[config.mk]
export PLATFORM = sky130hd
export DESIGN_NAME = gle_ram
export DESIGN_NICKNAME = d
export VERILOG_FILES = /design/src/hdl/gle_ram.sv
export SDC_FILE = /design/constraint.sdc
export NUM_CORES = 2
export LEC_CHECK = 0
export BUFFER_PORTS_ARGS = -buffer_cell sky130_fd_sc_hd__buf_4
export CAP_MARGIN = 20
export CORE_MARGIN = 4
export CORE_UTILIZATION = 45
export CTS_BUF_LIST = sky130_fd_sc_hd__clkbuf_8
export CTS_CLUSTER_DIAMETER = 60
export DETAILED_ROUTE_END_ITERATION = 8
export PLACE_DENSITY = 0.71
export SLEW_MARGIN = 20
export SYNTH_ARGS = -nofsm -noshare
export SYNTH_HDL_FRONTEND = slang
export SYNTH_SLANG_ARGS = --single-unit
export TNS_END_PERCENT = 100
[constraint.sdc]
create_clock -name clk -period 2.46 [get_ports clk]
set_clock_uncertainty 0.05 [all_clocks]
set_input_delay 0.123 -clock clk [delete_from_list [all_inputs] [get_ports clk]]
set_output_delay 0.123 -clock clk [all_outputs]
set_load 0.05 [all_outputs]
[src/hdl/gle_ram.sv]
// generic synchronous ram, one write port and two registered read ports
// no dependencies
`default_nettype none

module gle_ram #(
    parameter int WIDTH = 8,
    parameter int DEPTH = 256
) (
    input  wire logic                     clk,
    input  wire logic                     wr_en,
    input  wire logic [$clog2(DEPTH)-1:0] wr_addr,
    input  wire logic [WIDTH-1:0]         wr_data,
    input  wire logic [$clog2(DEPTH)-1:0] rd_addr_a,
    output logic      [WIDTH-1:0]         rd_data_a,
    input  wire logic [$clog2(DEPTH)-1:0] rd_addr_b,
    output logic      [WIDTH-1:0]         rd_data_b
);

    logic [WIDTH-1:0] mem [DEPTH];

    always_ff @(posedge clk)
    begin
        if (wr_en)
        begin
            mem[wr_addr] <= wr_data;
        end
        rd_data_a <= mem[rd_addr_a];
        rd_data_b <= mem[rd_addr_b];
    end

endmodule

`default_nettype wire

==> flow_metrics.py <==
metrics = {
    "pwr": {
        "p_per_area_nw_per_um2": 659,
        "vdd_ir_drop_max_v": 0.000607,
        "switching_share": 0.245,
        "internal_power_uw": 56700,
        "seqPwrFrac": 0.518,
        "combPwrFrac": 0.104,
        "net-switching-power_uw": 18400,
        "p_clk_frac": 0.377,
        "p_leak_uw": 0.0379,
    },
    "outcome": {
        "outcome": "finished with violations",
        "violations": "negative setup slack",
    },
    "timing": {
        "timing.hold.ws_ns": 0.0777,
        "fin_crit_ns": 2.46,
        "hold_viol": 0,
        "setup_ws_ns": -0.00467,
        "setup_viol": 2,
        "fin_setup_tns_ns": -0.00772,
        "slew_headroom": 0.372,
        "fin_crit_sh": 1.00,
        "rsz0062_at_grt": "yes",
        "fmax_mhz": 406,
        "worst_pin_slew_ns": 0.940,
        "final_max_slew_viol_count": 0,
    },
    "layout": {
        "finalNetCount": 5900,
        "fin_util": 0.532,
        "drive_above_1_share": 0.423,
        "syn_to_final_growth_pct": 17.7,
        "finalNonFillerCells": 8942,
    },
    "hold_path": {
        "holdPathEnd": "rd_data_a[6]",
        "hp-class": "input pin to flop",
        "whs_path_depth": 7,
        "hp-start": "rd_addr_a[2]",
    },
    "yosys": {
        "yosysSeqAreaShare": 0.637,
        "yosysUniqueCellTypes": 65,
        "ys_warn_count": 0,
        "synth.area.top_cells": "edfxtp_1 (63%), mux4_2 (24%), mux2i_1 (2.4%), nor2_1 (1.2%), o221ai_1 (0.59%)",
        "syn_area_sq_um": 97000,
        "syn_area_per_cell_sq_um": 20.0,
        "syn_nets": 4881,
        "synth_edf_count": 2048,
        "synth_area_leader_cell": "edfxtp_1",
        "synth-seq-cells": 2064,
        "synthArstFlopShare": 0,
        "synth_top_area_frac": 0.634,
        "syn_inst": 4847,
        "synthFlopType": "edfxtp_1",
    },
    "placed_design": {
        "place_ws_ns": -0.685,
        "gp_congestion": 0.968,
        "portBuffers": 49,
        "dpl.cell_count": 8318,
        "dp_hpwl_um": 211000,
    },
    "critical_path": {
        "reg2reg_depth": 7,
        "arrival_ns": 3.34,
        "reg2reg_from": "mem[24][1]",
        "r2r_setup_slack_ns": -0.005,
        "cpMostUsedCell": "mux4_2",
        "cp-start-kind": "flop",
        "required_ns": 3.34,
        "crit_type": "flop to flop",
        "critPathCaptureType": "flop",
        "path_max_fanout": 2,
        "crit_chain": "mux4_2 -> mux4_2 -> a22oi_2 -> nand3_2 -> o31ai_4 -> buf_4 -> a211oi_2",
        "cpPeakStageDelay_ns": 0.54,
        "critPathSlowestCell": "mux4_2",
        "r2r_end": "rd_data_a[1]",
    },
    "cts": {
        "cts_buffer_depth": 4,
        "clk-insertion-delay-late_ns": 1.09,
        "cts_num_sinks": 2064,
        "cts_max_level": 5,
        "cts_made_buffers": 345,
        "clk_pin_slew_ns": 0.06,
        "clockRootBuffer": "clkbuf_8",
        "cts_tree": "yes",
    },
    "floorplanning": {
        "initial_core_util": 0.452,
        "row_count": 170,
        "coreArea_sq_um": 214000,
        "die_y_um": 472,
        "die-area_sq_um": 223000,
        "chipWidth_um": 472,
        "io_pins": 50,
    },
    "routing": {
        "wl_per_cell_um": 34.3,
        "drc": 0,
        "viasPerCell": 6.60,
        "finalWirelength_um": 307000,
        "antenna_left": 0,
        "firstDrtPassIters": 7,
        "first_iter_violations": 9452,
        "vias": 59020,
    },
    "run": {
        "cap_violations": 0,
    },
    "global_routing": {
        "antenna_found_initial": 17,
        "gr-total-overflow": 0,
        "grt_pass1_vias": 59806,
        "grt_pass1_wl_um": 436000,
        "grt_usage": 0.274,
        "grt_max_degree": 121,
    },
}
[layout make-up]
type | count | area (sq um)
Clock inverter | 228 | 1330
Clock buffer | 348 | 4790
Multi-Input combinational cell | 2382 | 32700
Sequential cell | 2064 | 61800
Inverter | 6 | 26.3
Fill cell | 16359 | 100000
Tap cell | 2838 | 3550
Antenna cell | 9 | 22.5
Timing Repair Buffer | 1067 | 9900
[kinds of logic (layout without fill, tap and decap cells)]
group / after synthesis / in the layout / synth area share
AOI/OAI and AO/OA: 466 / 466 / 0.0354
buffers and inverters: 401 / 1649 / 0.0273
DFF: 2064 / 2064 / 0.637
muxes: 1325 / 1325 / 0.273
other: 0 / 9 / 0
and+or+nand+nor: 591 / 591 / 0.0270
[power by group through the flow]
stage	clock, uW	sequential, uW	combinational, uW
global route	30400	38900	8080
detailed placement	0	39700	7590
floorplan	0	39700	3840
global placement	0	39700	7520
CTS	28600	39000	7690
finish	28400	39000	7840
[timing repair]
item | 4_1_cts | 5_1_grt
hold endpoints to repair | 3416 | 0
pin swaps | 4 | 9
endpoints found under the setup margin | 10 | 10
buffers inserted | 1 | 2
hold buffers | 37 | 0
gates resized for setup | 25 | 20
[registers in the layout, summed over array words and instances (netlist names)]
| register | count |
|---|---|
| rd_data_a | 8 |
| mem | 2048 |
| rd_data_b | 8 |
[metrics by stage]
step                      power (uW)  area (sq um)
final                          75200        114000
after global routing           77400        114000
after CTS                      75300        114000
after detailed placement       47300        107000
after global placement         47200        107000
after floorplan                43600         97000
[synth_stat cells (42+ instances only)]
library cell,n
nor2_1,298
clkbuf_1,137
a22oi_1,62
nand3_1,52
buf_2,104
o221ai_1,65
o22ai_1,48
buf_6,44
mux4_2,1051
mux2i_1,236
a21oi_1,79
nand2_1,114
edfxtp_1,2048
buf_4,42
[routing by layer]
metal | vias to the layer above | wire, um | global-route usage
met4 | 8 | 18600 | 0.142
met3 | 805 | 41600 | 0.0881
met1 | 30694 | 108000 | 0.362
met5 | - | 53 | 0
li1 | 23122 | - | -
met2 | 4391 | 139000 | 0.410
[critical path, delay by kind of cell, from the launching register on]
| kind | cells | cell delay (ns) |
|---|---|---|
| muxes | 2 | 1.05 |
| AOI/OAI and AO/OA | 3 | 0.49 |
| DFF | 1 | 0.42 |
| and+or+nand+nor | 1 | 0.19 |
| buffers and inverters | 1 | 0.17 |
[cell usage in the layout, fill, tap and decap left out, drive strengths merged, types with 67 or more instances in the layout]
| master | n |
|---|---|
| buf | 1021 |
| mux4 | 1051 |
| clkbuf | 357 |
| clkinv | 110 |
| o221ai | 67 |
| nand2 | 114 |
| a21oi | 79 |
| nor2 | 299 |
| mux2i | 236 |
| edfxtp | 2048 |
| inv | 101 |
[how the worst max path moves through the flow]
stage	start	to	slack [ns]	depth (start not counted)
2_1_floorplan	rd_addr_b[0]	rd_data_b[0]	0.25	9
3_5_place_dp	rd_addr_b[0]	rd_data_b[6]	-0.68	8
4_1_cts	mem[24][1]	rd_data_a[1]	-0.03	7
6_report	mem[24][1]	rd_data_a[1]	-0.005	7
5_1_grt	mem[34][1]	rd_data_a[1]	-0.04	7
3_3_place_gp	rd_addr_b[0]	rd_data_b[6]	-1.34	10
No activity file was read; power rests on OpenSTA's default activity.
