==> src/hdl/gle_pkg.sv <==
// shared constants, types and helper functions of the gray laplacian edge block
// no dependencies; every other file of the block but gle_ram refers to this package by scoped names
`default_nettype none

package gle_pkg;

    // line store geometry
    localparam int MAX_WIDTH = 2048;
    localparam int COL_W     = $clog2(MAX_WIDTH);
    localparam int NUM_SLOTS = 3;
    localparam int SLOT_W    = 2;
    localparam int GRAY_W    = 8;
    localparam int WORD_W    = NUM_SLOTS * GRAY_W;

    // counters and configuration fields
    localparam int ROW_W      = 16;
    localparam int FW_W       = 12;
    localparam int FH_W       = 16;
    localparam int THR_W      = 8;
    localparam int EW_W       = (COL_W + 1 > FW_W) ? COL_W + 1 : FW_W;
    localparam int CFG_IDX_W  = 2;
    localparam int CFG_DATA_W = 16;

    localparam logic [FW_W-1:0]  FW_RESET  = FW_W'(640);
    localparam logic [FH_W-1:0]  FH_RESET  = FH_W'(480);
    localparam logic [THR_W-1:0] THR_RESET = THR_W'(128);

    typedef enum logic [CFG_IDX_W-1:0] {
        CFG_FRAME_WIDTH    = 2'd0,
        CFG_FRAME_HEIGHT   = 2'd1,
        CFG_EDGE_THRESHOLD = 2'd2
    } cfg_index_t;

    // request opcodes
    localparam logic OP_PIXEL = 1'b0;
    localparam logic OP_DRAIN = 1'b1;

    // luma weights, 16 fractional bits
    localparam int          SUM_W  = 24;
    localparam logic [15:0] COEF_R = 16'd19595;
    localparam logic [15:0] COEF_G = 16'd38470;
    localparam logic [15:0] COEF_B = 16'd7471;

    // signed laplacian sum, -1020..1020
    localparam int LAP_W = 12;

    // result queue
    localparam int QUEUE_DEPTH = 3;
    localparam int QPTR_W      = 2;
    localparam int QCNT_W      = 2;

    typedef struct packed {
        logic              wr_en;
        logic              emit;
        logic              drain;
        logic              use_left;
        logic              last;
        logic [COL_W-1:0]  addr_a;
        logic [SLOT_W-1:0] wr_slot;
        logic [SLOT_W-1:0] ctr_slot;
        logic [SLOT_W-1:0] up_slot;
        logic [GRAY_W-1:0] gray;
    } s1_req_t;

    typedef struct packed {
        logic edge_res;
        logic frame_last;
    } result_t;

    function automatic logic [SLOT_W-1:0] slot_next(input logic [SLOT_W-1:0] s);
        return (s == SLOT_W'(NUM_SLOTS - 1)) ? '0 : s + 1'b1;
    endfunction

    function automatic logic [SLOT_W-1:0] slot_prev(input logic [SLOT_W-1:0] s);
        return (s == '0) ? SLOT_W'(NUM_SLOTS - 1) : s - 1'b1;
    endfunction

    function automatic logic [GRAY_W-1:0] slot_byte(input logic [WORD_W-1:0] w,
                                                    input logic [SLOT_W-1:0] s);
        logic [GRAY_W-1:0] b;
        case (s)
            2'd1:    b = w[GRAY_W +: GRAY_W];
            2'd2:    b = w[2*GRAY_W +: GRAY_W];
            default: b = w[0 +: GRAY_W];
        endcase
        return b;
    endfunction

    function automatic logic [WORD_W-1:0] slot_merge(input logic [WORD_W-1:0] w,
                                                     input logic [SLOT_W-1:0] s,
                                                     input logic [GRAY_W-1:0] g);
        logic [WORD_W-1:0] r;
        r = w;
        case (s)
            2'd1:    r[GRAY_W +: GRAY_W]   = g;
            2'd2:    r[2*GRAY_W +: GRAY_W] = g;
            default: r[0 +: GRAY_W]        = g;
        endcase
        return r;
    endfunction

    function automatic logic [GRAY_W-1:0] gray_of(input logic [7:0] r,
                                                  input logic [7:0] g,
                                                  input logic [7:0] b);
        logic [SUM_W-1:0] sum;
        sum = SUM_W'(r) * SUM_W'(COEF_R) + SUM_W'(g) * SUM_W'(COEF_G)
            + SUM_W'(b) * SUM_W'(COEF_B);
        return sum[SUM_W-1 -: GRAY_W];
    endfunction

endpackage

`default_nettype wire

==> src/hdl/gle_front.sv <==
// request front end: position counters, gray conversion and line store addressing
// depends on gle_pkg
`default_nettype none

module gle_front (
    input  wire logic                        clk,
    input  wire logic                        rst_n,
    input  wire logic                        accept,
    input  wire logic                        op,
    input  wire logic [7:0]                  red,
    input  wire logic [7:0]                  green,
    input  wire logic [7:0]                  blue,
    input  wire logic [gle_pkg::FW_W-1:0]    frame_width,
    input  wire logic [gle_pkg::FH_W-1:0]    frame_height,
    output logic      [gle_pkg::COL_W-1:0]   rd_addr_a,
    output logic      [gle_pkg::COL_W-1:0]   rd_addr_b,
    output gle_pkg::s1_req_t                 req
);

    logic [gle_pkg::COL_W-1:0]  in_col_reg,   in_col_next;
    logic [gle_pkg::ROW_W-1:0]  in_row_reg,   in_row_next;
    logic [gle_pkg::SLOT_W-1:0] in_slot_reg,  in_slot_next;
    logic [gle_pkg::COL_W-1:0]  out_col_reg,  out_col_next;
    logic [gle_pkg::ROW_W-1:0]  out_row_reg,  out_row_next;
    logic [gle_pkg::SLOT_W-1:0] out_slot_reg, out_slot_next;

    logic [gle_pkg::EW_W-1:0] eff_w;
    logic [gle_pkg::FH_W-1:0] eff_h;
    logic                     complete;
    logic                     is_pixel;
    logic                     pix_take;
    logic                     drain_take;
    logic                     in_col_last;
    logic                     out_col_last;
    logic                     right_ok;

    // width clamped to 1..max, height 0 taken as 1
    always_comb
    begin
        if (frame_width == '0)
        begin
            eff_w = gle_pkg::EW_W'(1);
        end
        else if (gle_pkg::EW_W'(frame_width) > gle_pkg::EW_W'(gle_pkg::MAX_WIDTH))
        begin
            eff_w = gle_pkg::EW_W'(gle_pkg::MAX_WIDTH);
        end
        else
        begin
            eff_w = gle_pkg::EW_W'(frame_width);
        end
    end

    assign eff_h        = (frame_height == '0) ? gle_pkg::FH_W'(1) : frame_height;
    assign complete     = (in_row_reg >= eff_h);
    assign is_pixel     = (op == gle_pkg::OP_PIXEL);
    assign pix_take     = is_pixel && !complete;
    assign drain_take   = !is_pixel && complete;
    assign in_col_last  = (gle_pkg::EW_W'(in_col_reg) + 1'b1 >= eff_w);
    assign out_col_last = (gle_pkg::EW_W'(out_col_reg) + 1'b1 >= eff_w);
    assign right_ok     = (gle_pkg::EW_W'(out_col_reg) + 1'b1 < eff_w);

    // port a: write column of a pixel (same as the output column once rows lag),
    // port b: right neighbor with the border replicated
    assign rd_addr_a = is_pixel ? in_col_reg : out_col_reg;
    assign rd_addr_b = right_ok ? out_col_reg + 1'b1 : out_col_reg;

    always_comb
    begin
        req.wr_en    = pix_take;
        req.emit     = (pix_take && (in_row_reg != '0)) || drain_take;
        req.drain    = !is_pixel;
        req.use_left = (out_col_reg != '0);
        req.last     = drain_take && out_col_last;
        req.addr_a   = rd_addr_a;
        req.wr_slot  = in_slot_reg;
        req.ctr_slot = out_slot_reg;
        req.up_slot  = (out_row_reg != '0) ? gle_pkg::slot_prev(out_slot_reg) : out_slot_reg;
        req.gray     = gle_pkg::gray_of(red, green, blue);
    end

    always_comb
    begin
        in_col_next   = in_col_reg;
        in_row_next   = in_row_reg;
        in_slot_next  = in_slot_reg;
        out_col_next  = out_col_reg;
        out_row_next  = out_row_reg;
        out_slot_next = out_slot_reg;
        if (accept && pix_take)
        begin
            if (in_row_reg != '0)
            begin
                if (out_col_last)
                begin
                    out_col_next  = '0;
                    out_row_next  = out_row_reg + 1'b1;
                    out_slot_next = gle_pkg::slot_next(out_slot_reg);
                end
                else
                begin
                    out_col_next = out_col_reg + 1'b1;
                end
            end
            if (in_col_last)
            begin
                in_col_next  = '0;
                in_row_next  = in_row_reg + 1'b1;
                in_slot_next = gle_pkg::slot_next(in_slot_reg);
            end
            else
            begin
                in_col_next = in_col_reg + 1'b1;
            end
        end
        else if (accept && drain_take)
        begin
            if (out_col_last)
            begin
                // frame done, start over
                in_col_next   = '0;
                in_row_next   = '0;
                in_slot_next  = '0;
                out_col_next  = '0;
                out_row_next  = '0;
                out_slot_next = '0;
            end
            else
            begin
                out_col_next = out_col_reg + 1'b1;
            end
        end
    end

    always_ff @(posedge clk or negedge rst_n)
    begin
        if (!rst_n)
        begin
            in_col_reg   <= '0;
            in_row_reg   <= '0;
            in_slot_reg  <= '0;
            out_col_reg  <= '0;
            out_row_reg  <= '0;
            out_slot_reg <= '0;
        end
        else
        begin
            in_col_reg   <= in_col_next;
            in_row_reg   <= in_row_next;
            in_slot_reg  <= in_slot_next;
            out_col_reg  <= out_col_next;
            out_row_reg  <= out_row_next;
            out_slot_reg <= out_slot_next;
        end
    end

endmodule

`default_nettype wire

==> config.mk <==
export PLATFORM = sky130hd
export DESIGN_NAME = gle_front
export DESIGN_NICKNAME = d
export VERILOG_FILES = /design/src/hdl/gle_pkg.sv /design/src/hdl/gle_front.sv
export SDC_FILE = /design/constraint.sdc
export NUM_CORES = 1
export LEC_CHECK = 0
export ABC_AREA = 0
export BUFFER_PORTS_ARGS = -buffer_cell sky130_fd_sc_hd__buf_2
export CAP_MARGIN = 20
export CORE_ASPECT_RATIO = 1.4
export CORE_MARGIN = 2
export CORE_UTILIZATION = 45
export CTS_BUF_LIST = sky130_fd_sc_hd__clkbuf_4
export DETAILED_ROUTE_END_ITERATION = 10
export HOLD_SLACK_MARGIN = 0.08
export PLACE_DENSITY = 0.72
export SYNTH_ARGS = -nofsm -noshare
export SYNTH_HDL_FRONTEND = slang
export SYNTH_SLANG_ARGS = --single-unit
==> constraint.sdc <==
create_clock -name clk -period 14.91 [get_ports clk]
set_input_delay 4.473 -clock clk [delete_from_list [all_inputs] [get_ports clk]]
set_output_delay 4.473 -clock clk [all_outputs]
set_load 0.01 [all_outputs]
==> results by stage <==
Yosys:
- Each instance of the synthesized netlist takes up on average 9.04 sq um.
- Among all flip-flop cells after synthesis, the most frequent one is dfrtp_1.
- After synthesis, flip-flops and latches occupy 13.4% of the total area.
- After synthesis the cells add up to 0.0109 sq mm.
- The count of mapped cells out of synthesis is 1202.
- The number of enable-type register cells in the synthesized netlist is 0.
- The synthesized netlist contains 68 unique library cells.
- During synthesis, Yosys emitted a total of 0 warnings.
- Of all flip-flops after synthesis, the portion carrying an async set or reset was 100%.
- The post-synthesis net count is 1581.
- The number of synthesized register bits is 58.

Routing:
- The DRC violation count after routing is 0.
- For this block, the initial DRC count from the detailed router was 384.
- The post-route antenna net violation count is 0.
- In the routed layout, each cell is associated on average with a via count of 5.31.
- The number of iterations in the first detailed-routing pass is 4.
- Summed over all layers, the routed wires come to 25.8 mm.
- Dividing the detail-routed wire length by the instance count gives 15.6 um.
- The total vias in the final route is 8808.

Setup path:
- The sort of element at the end of the critical path is a primary output.
- The combined buffer and inverter count along the critical path is 7.
- At the worst endpoint, the arrival time is 10.87 ns.
- Among cell families on the critical path, the largest total delay comes from adder cells.
- The type of the setup path with the least slack is input pin to primary output.
- Tracing the worst setup path back leads to its startpoint at green[6].
- At the worst endpoint, the required time is 10.44 ns.
- The highest cell delay on the worst timing path is 0.51 ns.
- On the critical path, the stage with the largest delay is an instance of fa_1.
- The slack of the worst reg-to-reg path is 10.03 ns.
- By instance count, the cell type seen most on the critical path is fa_1.
- In this run the critical register-to-register path is launched from out_col_reg[0]$_DFFE_PN0P_.
- The worst setup path is launched from an input pin.
- The highest net fanout along the worst path is 4.

Worst hold path:
- The start point of the worst hold path is out_row_reg[15]$_DFFE_PN0P_.
- The path class of the tightest hold or removal check is flop to flop.

Place:
- Once placement completed, the tool counted placed cells totaling 1634.
- The placed instances occupy a cell area of 0.0120 sq mm.
- The quantity of I/O buffers inserted on ports is 107.
- The HPWL after detailed placement is 21.9 mm.
- The placer's final routability congestion estimate is 0.917.

Timing:
- The number of failing hold endpoints at the final stage was 0.
- Based on the critical path, the design can be clocked at up to 65.2 MHz.
- Counting I/O delays and the setup requirement, the final critical path takes 15.35 ns.
- The worst path uses 103% of the clock period.
- The number of slew-limit violations in the final report is 0.
- In the post-route analysis, the smallest setup slack over all paths is -0.437 ns.
- The pin slew with the least headroom to its limit is 0.960 ns.
- The maximum clock skew at final layout is 0.0235 ns.
- Setup violations remaining at the end of the flow were counted as 8.
- Setup repair after global routing could not meet its margin everywhere.
- In this run the tightest slew margin relative to its limit is 35.4%.

Floorplanning:
- After floorplanning, the core was divided into 67 placement rows.
- 108 I/O pins were placed.
- The die is 188 um tall.
- The width of the die is 135 um.
- The initial standard-cell utilization of the core is 45.6%.
- The floorplan core area is 0.0238 sq mm.
- The area enclosed by the die boundary is 0.0254 sq mm.

Finish:
- The final cell area excluding filler cells is 0.0123 sq mm.
- After the last flow step, the layout net total stands at 1722.
- Relative to the synthesized area, the layout overhead comes to 13.5%.
- The number of antenna diodes in the final layout is 0.
- The number of standard cells in the layout, taps in and fillers out is 1658.
- The filler cells instantiated in the layout total 2202.
- The share of final-layout standard cells stronger than drive strength 1 is 18.9%.

GRT:
- The number of global-route vias before repair is 9262.
- The total global routing track utilization is 21.2%.
- After global routing the overflow that remains totals 0.
- The first global-routing pass estimated 43.6 mm of wire.
- The initial antenna violation count is 0.
- The pin count of the biggest net entering global routing is 59.

Clocking:
- The clock tree from TritonCTS is done.
- The number of buffers inserted during clock tree synthesis is 9.
- After clock tree synthesis, the clock-pin slew on the worst setup and hold paths is 0.09 ns.
- The clock passes through at most 2 buffers.
- For this design, the CTS-stage hold fixing added 0 buffers.
- The later pin in the worst-skew pair is clocked with a latency of 0.43 ns.
- Counting every sink on the clock net gives 58.
- The cell at the root of the clock tree is clkbuf_4.
- The number of levels in the clock H-tree is 3.

Job:
- The number of max-capacitance violations reported is 0.

Run status:
- The checks that failed: negative setup slack.
- The flow ran to the end, but the final reports show violations.
[kinds of logic (layout without fill, tap and decap cells)]
group                      after synthesis  count (layout)  synth area share (%)
AOI/OAI and AO/OA                      192             192                  12.1
muxes                                   21              21                  2.08
xor gates and xnor gates                42              42                  3.38
and+or+nand+nor                        281             281                  13.3
DFF                                     58              58                  13.4
buffers and inverters                  285             431                  10.5
adders and majority gates              323             323                  45.3
[routing by layer]
metal	global-route usage, %	vias to the layer above	part of all wire, %
met2	40.9	207	55
met3	2.14	48	3.3
met4	6.61	0	2.7
met5	0	-	0
li1	-	4280	-
met1	24.1	4273	39
[through the flow]
| stage | hold WS [ns] | utilization [%] | setup TNS (ns) | setup slack (ns) |
|---|---|---|---|---|
| after floorplan | 0.454 | - | 0 | 0.00124 |
| after global placement | 0.468 | 50.5 | -2.72 | -0.491 |
| after detailed placement | 0.474 | 50.5 | -3.76 | -0.641 |
| after CTS | 0.487 | 51.6 | -2.88 | -0.446 |
| after global routing | 0.532 | 51.8 | -4.92 | -0.700 |
| final | 0.493 | 51.8 | -2.86 | -0.437 |
[layout make-up]
| cell class | count | area [sq um] | area share, % |
|---|---|---|---|
| inverter | 250 | 938 | 7.61 |
| tap | 310 | 388 | 3.14 |
| multi-input combinational | 859 | 8450 | 68.5 |
| timing repair buffer | 165 | 1000 | 8.14 |
| sequential | 58 | 1450 | 11.8 |
| clock buffer | 9 | 67.6 | 0.548 |
| clock inverter | 7 | 36.3 | 0.294 |
[path summary, 6_finish.rpt]
path | endpoint | cells after the start
worst max-delay path | req[7] | 30
worst min-delay path | out_row_reg[15]$_DFFE_PN0P_ | 1
worst max register to register | in_slot_reg[0]$_DFFE_PN0P_ | 12
worst min register to register | out_row_reg[15]$_DFFE_PN0P_ | 1
max in group asynchronous | in_row_reg[1]$_DFFE_PN0P_ | 2
min in group asynchronous | out_col_reg[1]$_DFFE_PN0P_ | 2
[cell usage in the layout (no fill, tap or decap), drive strengths merged, types with 9 or more instances in the layout]
| cell | netlist | routed |
|---|---|---|
| o21a | 11 | 11 |
| nand3 | 33 | 33 |
| fa | 118 | 118 |
| xor2 | 10 | 10 |
| dfrtp | 58 | 58 |
| a21oi | 50 | 50 |
| nand2b | 12 | 12 |
| nor2 | 41 | 41 |
| a31oi | 10 | 10 |
| buf | 24 | 165 |
| mux2 | 13 | 13 |
| a21o | 23 | 23 |
| ha | 205 | 205 |
| clkbuf | 11 | 9 |
| nand4 | 10 | 10 |
| o22ai | 10 | 10 |
| nor4 | 16 | 16 |
| or2 | 12 | 12 |
| and3 | 21 | 21 |
| nor3 | 19 | 19 |
| inv | 250 | 250 |
| o21ai | 40 | 40 |
| nor2b | 10 | 10 |
| nand2 | 81 | 81 |
| xnor2 | 32 | 32 |
[synthesized netlist by cell type, types with 4 or more instances]
cell type	number	share of area, %
or3_1	4	0.23
nor2_1	41	1.4
nor3_1	17	0.78
mux2i_1	8	0.74
xnor2_1	32	2.6
a211o_1	8	0.64
nand2b_1	12	0.69
nor4_1	15	0.86
fa_1	118	22
a21o_1	23	1.6
mux2_2	13	1.3
clkbuf_1	11	0.38
nand4_1	10	0.58
a31oi_1	10	0.58
and2_1	7	0.40
xor2_1	10	0.81
buf_2	8	0.37
inv_1	250	8.6
o21a_1	11	0.76
a211oi_1	5	0.35
a22o_1	6	0.48
or2_2	12	0.69
nor3b_1	6	0.41
o22ai_1	10	0.58
nor2b_1	10	0.58
dfrtp_1	58	13
o21ai_0	39	1.8
a21oi_1	46	2.1
buf_4	14	0.97
nand2_1	80	2.8
a21oi_2	4	0.32
a41oi_1	4	0.32
nand3_1	32	1.5
ha_1	205	24
and3_1	21	1.2
[repair_timing]
action / CTS / global route
gates resized for setup: 24 / 16
setup buffers: 7 / 4
pin swaps: 29 / 25
endpoints found under the setup margin: 8 / 8
Power is left out: the tool's default activity adds up to more than one toggle a clock period on the data nets, which glitch-free logic cannot reach.
