===== config.mk =====
export PLATFORM = sky130hd
export DESIGN_NAME = gle_stencil
export DESIGN_NICKNAME = d
export VERILOG_FILES = /design/src/hdl/gle_pkg.sv /design/src/hdl/gle_stencil.sv
export SDC_FILE = /design/constraint.sdc
export NUM_CORES = 1
export LEC_CHECK = 0
export BUFFER_PORTS_ARGS = -buffer_cell sky130_fd_sc_hd__buf_4
export CORE_ASPECT_RATIO = 1.5
export CORE_MARGIN = 3
export CORE_UTILIZATION = 50
export CTS_CLUSTER_DIAMETER = 120
export DETAILED_ROUTE_END_ITERATION = 12
export GPL_TIMING_DRIVEN = 0
export PLACE_DENSITY = 0.88
export SLEW_MARGIN = 10
export SYNTH_ARGS = -nofsm -noshare
export SYNTH_HDL_FRONTEND = slang
export SYNTH_SLANG_ARGS = --single-unit

===== constraint.sdc =====
create_clock -name clk -period 7.95 [get_ports clk]
set_input_delay 0.3975 -clock clk [delete_from_list [all_inputs] [get_ports clk]]
set_output_delay 0.3975 -clock clk [all_outputs]
set_load 0.01 [all_outputs]

===== src/hdl/gle_pkg.sv =====
// shared constants, types and helper functions of the gray laplacian edge block
// no dependencies; every other file of the block but gle_ram refers to this package by scoped names
`default_nettype none

package gle_pkg;

    // line store geometry
    localparam int MAX_WIDTH = 2048;
    localparam int COL_W     = $clog2(MAX_WIDTH);
    localparam int NUM_SLOTS = 3;
    localparam int SLOT_W    = 2;
    localparam int GRAY_W    = 8;
    localparam int WORD_W    = NUM_SLOTS * GRAY_W;

    // counters and configuration fields
    localparam int ROW_W      = 16;
    localparam int FW_W       = 12;
    localparam int FH_W       = 16;
    localparam int THR_W      = 8;
    localparam int EW_W       = (COL_W + 1 > FW_W) ? COL_W + 1 : FW_W;
    localparam int CFG_IDX_W  = 2;
    localparam int CFG_DATA_W = 16;

    localparam logic [FW_W-1:0]  FW_RESET  = FW_W'(640);
    localparam logic [FH_W-1:0]  FH_RESET  = FH_W'(480);
    localparam logic [THR_W-1:0] THR_RESET = THR_W'(128);

    typedef enum logic [CFG_IDX_W-1:0] {
        CFG_FRAME_WIDTH    = 2'd0,
        CFG_FRAME_HEIGHT   = 2'd1,
        CFG_EDGE_THRESHOLD = 2'd2
    } cfg_index_t;

    // request opcodes
    localparam logic OP_PIXEL = 1'b0;
    localparam logic OP_DRAIN = 1'b1;

    // luma weights, 16 fractional bits
    localparam int          SUM_W  = 24;
    localparam logic [15:0] COEF_R = 16'd19595;
    localparam logic [15:0] COEF_G = 16'd38470;
    localparam logic [15:0] COEF_B = 16'd7471;

    // signed laplacian sum, -1020..1020
    localparam int LAP_W = 12;

    // result queue
    localparam int QUEUE_DEPTH = 3;
    localparam int QPTR_W      = 2;
    localparam int QCNT_W      = 2;

    typedef struct packed {
        logic              wr_en;
        logic              emit;
        logic              drain;
        logic              use_left;
        logic              last;
        logic [COL_W-1:0]  addr_a;
        logic [SLOT_W-1:0] wr_slot;
        logic [SLOT_W-1:0] ctr_slot;
        logic [SLOT_W-1:0] up_slot;
        logic [GRAY_W-1:0] gray;
    } s1_req_t;

    typedef struct packed {
        logic edge_res;
        logic frame_last;
    } result_t;

    function automatic logic [SLOT_W-1:0] slot_next(input logic [SLOT_W-1:0] s);
        return (s == SLOT_W'(NUM_SLOTS - 1)) ? '0 : s + 1'b1;
    endfunction

    function automatic logic [SLOT_W-1:0] slot_prev(input logic [SLOT_W-1:0] s);
        return (s == '0) ? SLOT_W'(NUM_SLOTS - 1) : s - 1'b1;
    endfunction

    function automatic logic [GRAY_W-1:0] slot_byte(input logic [WORD_W-1:0] w,
                                                    input logic [SLOT_W-1:0] s);
        logic [GRAY_W-1:0] b;
        case (s)
            2'd1:    b = w[GRAY_W +: GRAY_W];
            2'd2:    b = w[2*GRAY_W +: GRAY_W];
            default: b = w[0 +: GRAY_W];
        endcase
        return b;
    endfunction

    function automatic logic [WORD_W-1:0] slot_merge(input logic [WORD_W-1:0] w,
                                                     input logic [SLOT_W-1:0] s,
                                                     input logic [GRAY_W-1:0] g);
        logic [WORD_W-1:0] r;
        r = w;
        case (s)
            2'd1:    r[GRAY_W +: GRAY_W]   = g;
            2'd2:    r[2*GRAY_W +: GRAY_W] = g;
            default: r[0 +: GRAY_W]        = g;
        endcase
        return r;
    endfunction

    function automatic logic [GRAY_W-1:0] gray_of(input logic [7:0] r,
                                                  input logic [7:0] g,
                                                  input logic [7:0] b);
        logic [SUM_W-1:0] sum;
        sum = SUM_W'(r) * SUM_W'(COEF_R) + SUM_W'(g) * SUM_W'(COEF_G)
            + SUM_W'(b) * SUM_W'(COEF_B);
        return sum[SUM_W-1 -: GRAY_W];
    endfunction

endpackage

`default_nettype wire


===== src/hdl/gle_stencil.sv =====
// read-modify-write stage: forwards the last write, merges the new gray byte
// and evaluates the cross laplacian and threshold; depends on gle_pkg
`default_nettype none

module gle_stencil (
    input  wire logic                        clk,
    input  wire logic                        rst_n,
    input  wire logic                        accept,
    input  wire gle_pkg::s1_req_t            req,
    input  wire logic [gle_pkg::COL_W-1:0]   rd_addr_b,
    input  wire logic [gle_pkg::WORD_W-1:0]  ram_a,
    input  wire logic [gle_pkg::WORD_W-1:0]  ram_b,
    input  wire logic [gle_pkg::THR_W-1:0]   edge_threshold,
    output logic                             wr_en,
    output logic      [gle_pkg::COL_W-1:0]   wr_addr,
    output logic      [gle_pkg::WORD_W-1:0]  wr_data,
    output logic                             s1_valid,
    output logic                             push,
    output gle_pkg::result_t                 push_data
);

    logic                          s1_valid_reg;
    gle_pkg::s1_req_t              s1_req_reg;
    logic [gle_pkg::COL_W-1:0]     s1_addr_b_reg;
    logic                          fwd_en_reg;
    logic [gle_pkg::COL_W-1:0]     fwd_addr_reg;
    logic [gle_pkg::WORD_W-1:0]    fwd_word_reg;
    logic [gle_pkg::GRAY_W-1:0]    left_reg;

    logic [gle_pkg::WORD_W-1:0] word_a;
    logic [gle_pkg::WORD_W-1:0] word_b;
    logic [gle_pkg::GRAY_W-1:0] centre;
    logic [gle_pkg::GRAY_W-1:0] up;
    logic [gle_pkg::GRAY_W-1:0] down;
    logic [gle_pkg::GRAY_W-1:0] left;
    logic [gle_pkg::GRAY_W-1:0] right;
    logic [gle_pkg::LAP_W-1:0]  lap;
    logic [gle_pkg::GRAY_W-1:0] level;

    // ram reads old data when read and write hit one entry at the same edge
    assign word_a = (fwd_en_reg && (fwd_addr_reg == s1_req_reg.addr_a)) ? fwd_word_reg : ram_a;
    assign word_b = (fwd_en_reg && (fwd_addr_reg == s1_addr_b_reg)) ? fwd_word_reg : ram_b;

    assign centre = gle_pkg::slot_byte(word_a, s1_req_reg.ctr_slot);
    assign up     = gle_pkg::slot_byte(word_a, s1_req_reg.up_slot);
    assign right  = gle_pkg::slot_byte(word_b, s1_req_reg.ctr_slot);
    assign left   = s1_req_reg.use_left ? left_reg : centre;
    assign down   = s1_req_reg.drain ? centre : s1_req_reg.gray;

    assign lap = gle_pkg::LAP_W'({centre, 2'b00}) - gle_pkg::LAP_W'(up)
               - gle_pkg::LAP_W'(down) - gle_pkg::LAP_W'(left) - gle_pkg::LAP_W'(right);

    // clamp to 0..255
    always_comb
    begin
        if (lap[gle_pkg::LAP_W-1])
        begin
            level = '0;
        end
        else if (lap[gle_pkg::LAP_W-2:gle_pkg::GRAY_W] != '0)
        begin
            level = '1;
        end
        else
        begin
            level = lap[gle_pkg::GRAY_W-1:0];
        end
    end

    assign wr_en    = s1_valid_reg && s1_req_reg.wr_en;
    assign wr_addr  = s1_req_reg.addr_a;
    assign wr_data  = gle_pkg::slot_merge(word_a, s1_req_reg.wr_slot, s1_req_reg.gray);
    assign s1_valid = s1_valid_reg;
    assign push     = s1_valid_reg && s1_req_reg.emit;

    assign push_data.edge_res   = (level > edge_threshold);
    assign push_data.frame_last = s1_req_reg.last;

    always_ff @(posedge clk or negedge rst_n)
    begin
        if (!rst_n)
        begin
            s1_valid_reg <= 1'b0;
            fwd_en_reg   <= 1'b0;
        end
        else
        begin
            s1_valid_reg <= accept;
            fwd_en_reg   <= wr_en;
        end
    end

    always_ff @(posedge clk)
    begin
        if (accept)
        begin
            s1_req_reg    <= req;
            s1_addr_b_reg <= rd_addr_b;
        end
        if (wr_en)
        begin
            fwd_addr_reg <= wr_addr;
            fwd_word_reg <= wr_data;
        end
        // centre of this column is the left neighbor of the next one
        if (push)
        begin
            left_reg <= centre;
        end
    end

endmodule

`default_nettype wire


==> results of run 1 <==
Yosys cell counts, types with 2 or more instances:
library cell and instances:
nand3b_1 2, a22o_1 2, fa_1 15, edfxtp_1 84, inv_1 51, a211oi_1 5, a21o_1 6, nor2b_1 6
nand2_1 18, clkbuf_1 13, buf_4 13, xnor2_1 26, a22oi_1 3, mux4_2 2, nor2_1 24, a221o_1 10
buf_1 7, dfrtp_1 2, mux2i_1 21, a31o_2 2, mux2_2 69, nor3b_1 3, and2_1 3, nand3_1 4
a221oi_1 11, o21ai_0 16, xor2_1 8, nand2b_1 2, a31oi_1 10, xnor2_2 7, a21oi_1 21, o31ai_1 2
ha_1 32, nand4_1 5
power by group through the flow:
stage	clock [mW]	combinational, mW	sequential (mW)
after floorplan	0	1.20	0.567
after global placement	0	1.48	0.572
after detailed placement	0	1.56	0.575
after CTS	0.401	1.69	0.567
after global routing	0.423	2.06	0.572
final	0.406	1.84	0.569
routing by layer:
metal  GRT usage  wire, µm
met5           0         0
met2       0.492     10000
met4       0.126      1230
met1       0.257      6170
met3      0.0489      1500
cells by family (layout without fill, tap and decap cells):
kind of cell / Yosys count / after routing / synth area share
buffers and inverters: 85 / 259 / 0.0603
muxes: 92 / 92 / 0.166
xor gates and xnor gates: 41 / 41 / 0.0662
AOI/OAI and AO/OA: 102 / 102 / 0.116
DFF: 86 / 86 / 0.413
adders and majority gates: 47 / 47 / 0.113
and+or+nand+nor: 76 / 76 / 0.0652
worst max-delay path: cells and delay by family (launching register included):
| family | cells | cell delay (ps) |
|---|---|---|
| mux | 1 | 420 |
| simple gates | 11 | 1380 |
| compound gates | 11 | 2070 |
| xor+xnor | 3 | 590 |
| flops | 1 | 500 |
| fa+ha+maj | 4 | 1540 |
| buf+inv | 4 | 530 |
cell usage in the layout (no fill, tap or decap), types with 6 or more instances in the layout:
cell type,netlist,routed
a21o_1,6,6
a21oi_1,21,18
a221o_1,10,10
a221oi_1,11,10
a31oi_1,10,9
buf_1,7,6
buf_4,13,169
clkbuf_1,13,10
clkbuf_16,0,9
edfxtp_1,84,84
fa_1,15,15
ha_1,32,26
ha_2,0,6
inv_1,51,51
mux2_2,69,69
mux2i_1,21,20
nand2_1,18,18
nor2_1,24,23
nor2b_1,6,6
o21ai_0,16,12
xnor2_1,26,24
xnor2_2,7,9
xor2_1,8,7
layout make-up:
| class | count | area, µm² | area share |
|---|---|---|---|
| inverters | 51 | 191 | 0.0238 |
| plain buffers | 32 | 195 | 0.0242 |
| multi-input cells | 358 | 3410 | 0.423 |
| clock inverters | 7 | 55.1 | 0.00683 |
| repair buffers | 160 | 1220 | 0.151 |
| clock buffers | 9 | 225 | 0.0280 |
| flip-flops and latches | 86 | 2570 | 0.319 |
| well taps | 153 | 191 | 0.0238 |
stage by stage:
| stage | setup slack, ps | hold WS (ps) | TNS, ps | power, mW | instances |
|---|---|---|---|---|---|
| 5_1_grt | -135 | 218 | -135 | 3.05 | 856 |
| 6_report | 143 | 218 | 0 | 2.81 | 856 |
| 3_3_place_gp | -701 | 181 | -701 | 2.05 | 821 |
| 2_1_floorplan | 406 | 102 | 0 | 1.77 | 529 |
| 3_5_place_dp | -965 | 181 | -965 | 2.13 | 822 |
| 4_1_cts | 37.5 | 224 | 0 | 2.66 | 845 |
path summary, 6_finish.rpt:
kind	from	end	slack, ps
min	req[28]	s1_req_reg[28]$_DFFE_PP_	220
min reg2reg	wr_addr[5]$_DFFE_PP_	fwd_addr_reg[5]$_DFFE_PP_	520
max reg2reg	wr_addr[2]$_DFFE_PP_	left_reg[3]$_DFFE_PP_	5040
max in group asynchronous	rst_n	s1_valid$_DFF_PN0_	7510
max	wr_addr[2]$_DFFE_PP_	push_data[1]	140
min in group asynchronous	rst_n	fwd_en_reg$_DFF_PN0_	360
repair_timing:
item,in CTS,in global routing
setup endpoints to repair,1,1
buffers inserted,8,11
endpoints found under the hold margin,2,0
resized for setup,17,27
pin swaps,7,21
hold buffers,1,0
==> impl_metrics.env, run 1 <==
export IMPL_first_pass_iters=5
export IMPL_synthArstFlopShare=0.0233
export IMPL_core_mm2=0.0121
export IMPL_synth_top_cell_area_share=0.405
export IMPL_drc=0
export IMPL_largest_reg_flops=24
export IMPL_power_density_mw_per_mm2=349
export IMPL_cell_internal_pwr_mw=1.61
export IMPL_setup_viol=0
export IMPL_fillers=794
export IMPL_arrival_ps=7410
export IMPL_fin_crit_sh=0.982
export IMPL_cts_sinks=86
export IMPL_start_kind="flop"
export IMPL_grt_pass1_vias=5375
export IMPL_clockBufferDepth=2
export IMPL_yosysSeqAreaShare=0.413
export IMPL_outcome="finished clean"
export IMPL_start_util=0.515
export IMPL_cts_tree="yes"
export IMPL_postPlaceCellArea_mm2=0.00748
export IMPL_dieArea_mm2=0.0138
export IMPL_totalWireLength_um=18900
export IMPL_syn2layout_area_growth_pct=29.5
export IMPL_hold_viol_final=0
export IMPL_reg2regPathDepth=8
export IMPL_final_max_slew_viol_count=0
export IMPL_cpPeakStageDelay_ps=500
export IMPL_slowest_stage="edfxtp_1"
export IMPL_vias=5204
export IMPL_drive_gt1_frac=0.424
export IMPL_post_drt_wl_per_cell_um=22.1
export IMPL_p_comb_frac=0.653
export IMPL_root_buffer="clkbuf_16"
export IMPL_syn_area_mm2=0.00622
export IMPL_peakVddDrop_mv=0.227
export IMPL_worstSkewPairLatency_ps=350
export IMPL_numCtsBuffers=9
export IMPL_ys_ff_latch=86
export IMPL_finClkSkew_ps=13.7
export IMPL_synth_top_area_cell="edfxtp_1"
export IMPL_path_class="reg2out"
export IMPL_min_path_cells=1
export IMPL_grt_pass1_wl_um=27700
export IMPL_netSwitchingFraction=0.427
export IMPL_dp_hpwl_um=13300
export IMPL_critPathMaxFanout=11
export IMPL_timing_fmax_mhz=128
export IMPL_io_pins=140
export IMPL_drt_iter0_drc=389
export IMPL_ys_flop_type="edfxtp_1"
export IMPL_place_congestion=0.911
export IMPL_via_per_inst=6.08
export IMPL_relSlewSlack=0.493
export IMPL_cp_end_kind="primary output"
export IMPL_tightest_slew_ps=761
export IMPL_ys_top_cells_by_area="edfxtp_1 41%, mux2_2 12%, ha_1 6.4%"
export IMPL_rows=49
export IMPL_die_x_um=97.1
export IMPL_grt_ovfl_total=0
export IMPL_fin_area_mm2=0.00806
export IMPL_antenna_left=0
export IMPL_required_ps=7550
export IMPL_die_h_um=143
export IMPL_synthesis_instances=529
export IMPL_grt_total_usage=0.254
export IMPL_htreeDepth=3
export IMPL_p_seq_frac=0.202
export IMPL_antenna_found_initial=0
export IMPL_grt_max_degree=43
export IMPL_port_buffers=139
export IMPL_cpMostUsedCell="a21oi_1"
export IMPL_synth_edff_count=84
export IMPL_clkTransAtPathRegs_ps=70
export IMPL_synthDistinctLibCells=58
export IMPL_p_leak_nw=3.37
export IMPL_syn_nets=676
export IMPL_num_antenna_cells=0
export IMPL_drv_cap=0
export IMPL_avgSynthCellArea_um2=11.8
export IMPL_clkPwrFrac=0.144
export IMPL_p_switching_mw=1.20
export IMPL_fin_crit_ps=7810
export IMPL_yosys_warnings=0
export IMPL_fin_util=0.667
export IMPL_hp_class="in2reg"
export IMPL_fin_nets=845
Power figures use the tool's default switching activity.
==> inputs of run 2 (changes only) <==
- BUFFER_PORTS_ARGS: -buffer_cell sky130_fd_sc_hd__buf_4 -> -buffer_cell sky130_fd_sc_hd__buf_2
- RECOVER_POWER: unset -> 100
- SLEW_MARGIN: 10 -> 30
==> run 2 against run 1 <==
The run now ends with capacitance limit, slew limit left. Wire length is 1.4% lower. Largest power group unchanged. Non-clock buffer count is 2 higher. Critical path depth is 6 lower. Global-route usage is 0.26 points higher. Flip-flop and latch count stayed put. Cell area is 3.2% lower. Power is 7.3% higher. Die area stayed put. Cell count is 0.23% higher. Sequential share of layout area is 1.0 points higher. Sequential power hardly changed. Core utilization is 2.1 points lower.
==> impl_metrics.env, run 2 (synthesized netlist as in run 1, its figures left out) <==
export IMPL_power_density_mw_per_mm2=387
export IMPL_r2r_start="wr_addr[2]$_DFFE_PP_"
export IMPL_fin_crit_ps=7680
export IMPL_syn2layout_area_growth_pct=25.4
export IMPL_postPlaceCellArea_mm2=0.00713
export IMPL_place_inst=822
export IMPL_start_util=0.515
export IMPL_core_mm2=0.0121
export IMPL_cts_sinks=86
export IMPL_cpPeakStageDelay_ps=500
export IMPL_clkTransAtPathRegs_ps=60
export IMPL_arrival_ps=7280
export IMPL_hold_path_startpoint="req[3]"
export IMPL_relSlewSlack=-0.452
export IMPL_r2r_end="left_reg[7]$_DFFE_PP_"
export IMPL_first_pass_iters=5
export IMPL_final_max_slew_viol_count=70
export IMPL_outcome="finished, violations left"
export IMPL_fillers=858
export IMPL_setup_viol=0
export IMPL_num_antenna_cells=0
export IMPL_clockBufferDepth=2
export IMPL_setup_ws_ps=274
export IMPL_port_buffers=139
export IMPL_totalWireLength_um=18600
export IMPL_die_x_um=97.1
export IMPL_numCtsBuffers=9
export IMPL_timing_fmax_mhz=130
export IMPL_drv_cap=2
export IMPL_pre_cts_slack_ps=-934
export IMPL_cpMostUsedCell="a21oi_1"
export IMPL_largest_reg_flops=24
export IMPL_grt_total_usage=0.257
export IMPL_tightest_slew_ps=2180
export IMPL_total_power_mw=3.02
export IMPL_min_to="s1_req_reg[3]$_DFFE_PP_"
export IMPL_cell_internal_pwr_mw=1.77
export IMPL_cp_end_kind="primary output"
export IMPL_met1_length_um=6160
export IMPL_grt_max_degree=43
export IMPL_path_class="reg2out"
export IMPL_critPathMaxFanout=10
export IMPL_grt_ovfl_total=0
export IMPL_antenna_found_initial=0
export IMPL_htreeDepth=3
export IMPL_required_ps=7550
export IMPL_grt_pass1_vias=5611
export IMPL_reg2regPathDepth=9
export IMPL_rows=49
export IMPL_grt_pass1_wl_um=28300
export IMPL_peakVddDrop_mv=0.236
export IMPL_layoutNonFillerInstCount=858
export IMPL_vias=5301
export IMPL_mostFrequentLayoutCell="buf_2"
export IMPL_drt_iter0_drc=440
export IMPL_root_buffer="clkbuf_16"
export IMPL_drc=0
export IMPL_top_layer="met4"
export IMPL_rrSetupSlack_ps=4980
export IMPL_p_seq_frac=0.189
export IMPL_p_leak_nw=3.26
export IMPL_cts_tree="yes"
export IMPL_failed_checks="capacitance limit, slew limit"
export IMPL_clkPwrFrac=0.155
export IMPL_wl_met3_um=1460
export IMPL_place_congestion=0.944
export IMPL_dieArea_mm2=0.0138
export IMPL_min_path_cells=1
export IMPL_finClkSkew_ps=6.20
export IMPL_dr_wl_met2_um=9630
export IMPL_hp_class="in2reg"
export IMPL_fin_crit_sh=0.966
export IMPL_netSwitchingFraction=0.415
export IMPL_io_pins=140
export IMPL_seqCellArea_mm2=0.00257
export IMPL_p_switching_mw=1.25
export IMPL_die_h_um=143
export IMPL_final_cell_mix="133 x buf_2, 84 x edfxtp_1, 53 x mux2_2"
export IMPL_hold_viol_final=0
export IMPL_start_kind="flop"
export IMPL_p_comb_frac=0.656
export IMPL_slowest_stage="fa_1"
export IMPL_dp_hpwl_um=13200
export IMPL_antenna_left=0
export IMPL_worstSkewPairLatency_ps=340
export IMPL_post_drt_wl_per_cell_um=21.7
export IMPL_fin_nets=847
export IMPL_multiInputGateArea_mm2=0.00345
export IMPL_fin_area_mm2=0.00780
export IMPL_drive_gt1_frac=0.400
export IMPL_via_per_inst=6.18
export IMPL_crit_path_start="fwd_addr_reg[0]$_DFFE_PP_"
## run 2: cell count changes in the layout (fill, tap and decap cells not counted), sizes merged
cell and change:
bufinv +2, clkinv -2, inv -2, buf -18, clkinvlp -1, clkbuf +23
## run 2: worst max path at each step
stage	slack (ps)	endpoint
2_1_floorplan	410	push_data[1]
3_3_place_gp	-690	push_data[1]
3_5_place_dp	-930	push_data[1]
4_1_cts	8	push_data[1]
5_1_grt	-70	push_data[1]
6_report	270	push_data[1]
## run 2: final cells by class
class / instances / share of cell area
multi-input cells: 358 / 0.442
flip-flops and latches: 86 / 0.330
repair buffers: 162 / 0.111
clock buffers: 12 / 0.0329
plain buffers: 32 / 0.0250
inverters: 51 / 0.0245
well taps: 153 / 0.0245
clock inverters: 4 / 0.00994
## run 2: repair_timing
action | CTS | global route
pin swaps | 6 | 18
setup buffers | 4 | 17
endpoints found under the setup margin | 1 | 1
resized for setup | 15 | 37
hold buffers | 1 | 0
endpoints found under the hold margin | 2 | 0
## run 2: per-layer routing
| metal | global-route usage | vias up |
|---|---|---|
| li1 | - | 2293 |
| met1 | 0.260 | 2529 |
| met2 | 0.483 | 367 |
| met3 | 0.0494 | 112 |
| met4 | 0.157 | 0 |
| met5 | 0 | - |
## run 2: through the flow
step                      setup TNS (ps)  utilization  hold slack [ps]
after detailed placement            -934        0.590              187
after global routing               -71.9        0.646              229
final                                  0        0.646              234
after CTS                              0        0.626              231
after global placement              -686        0.589              185
after floorplan                        0            -              102
## run 2: critical path, delay by kind of cell (launching register included)
kind,cells,cell delay [ps]
AND/OR/NAND/NOR,6,1000
multiplexers,2,730
adder cells (fa/ha/maj),4,1650
flip-flops,1,460
buffers and inverters,3,740
XOR/XNOR,1,210
AO/OA/AOI/OAI,12,2130
## run 2: power by group through the flow
stage / logic (mW) / clock network [mW] / registers (mW)
after global placement: 1.45 / 0 / 0.572
after global routing: 2.19 / 0.485 / 0.572
final: 1.98 / 0.468 / 0.570
after detailed placement: 1.53 / 0 / 0.575
after CTS: 1.66 / 0.465 / 0.568
after floorplan: 1.20 / 0 / 0.567
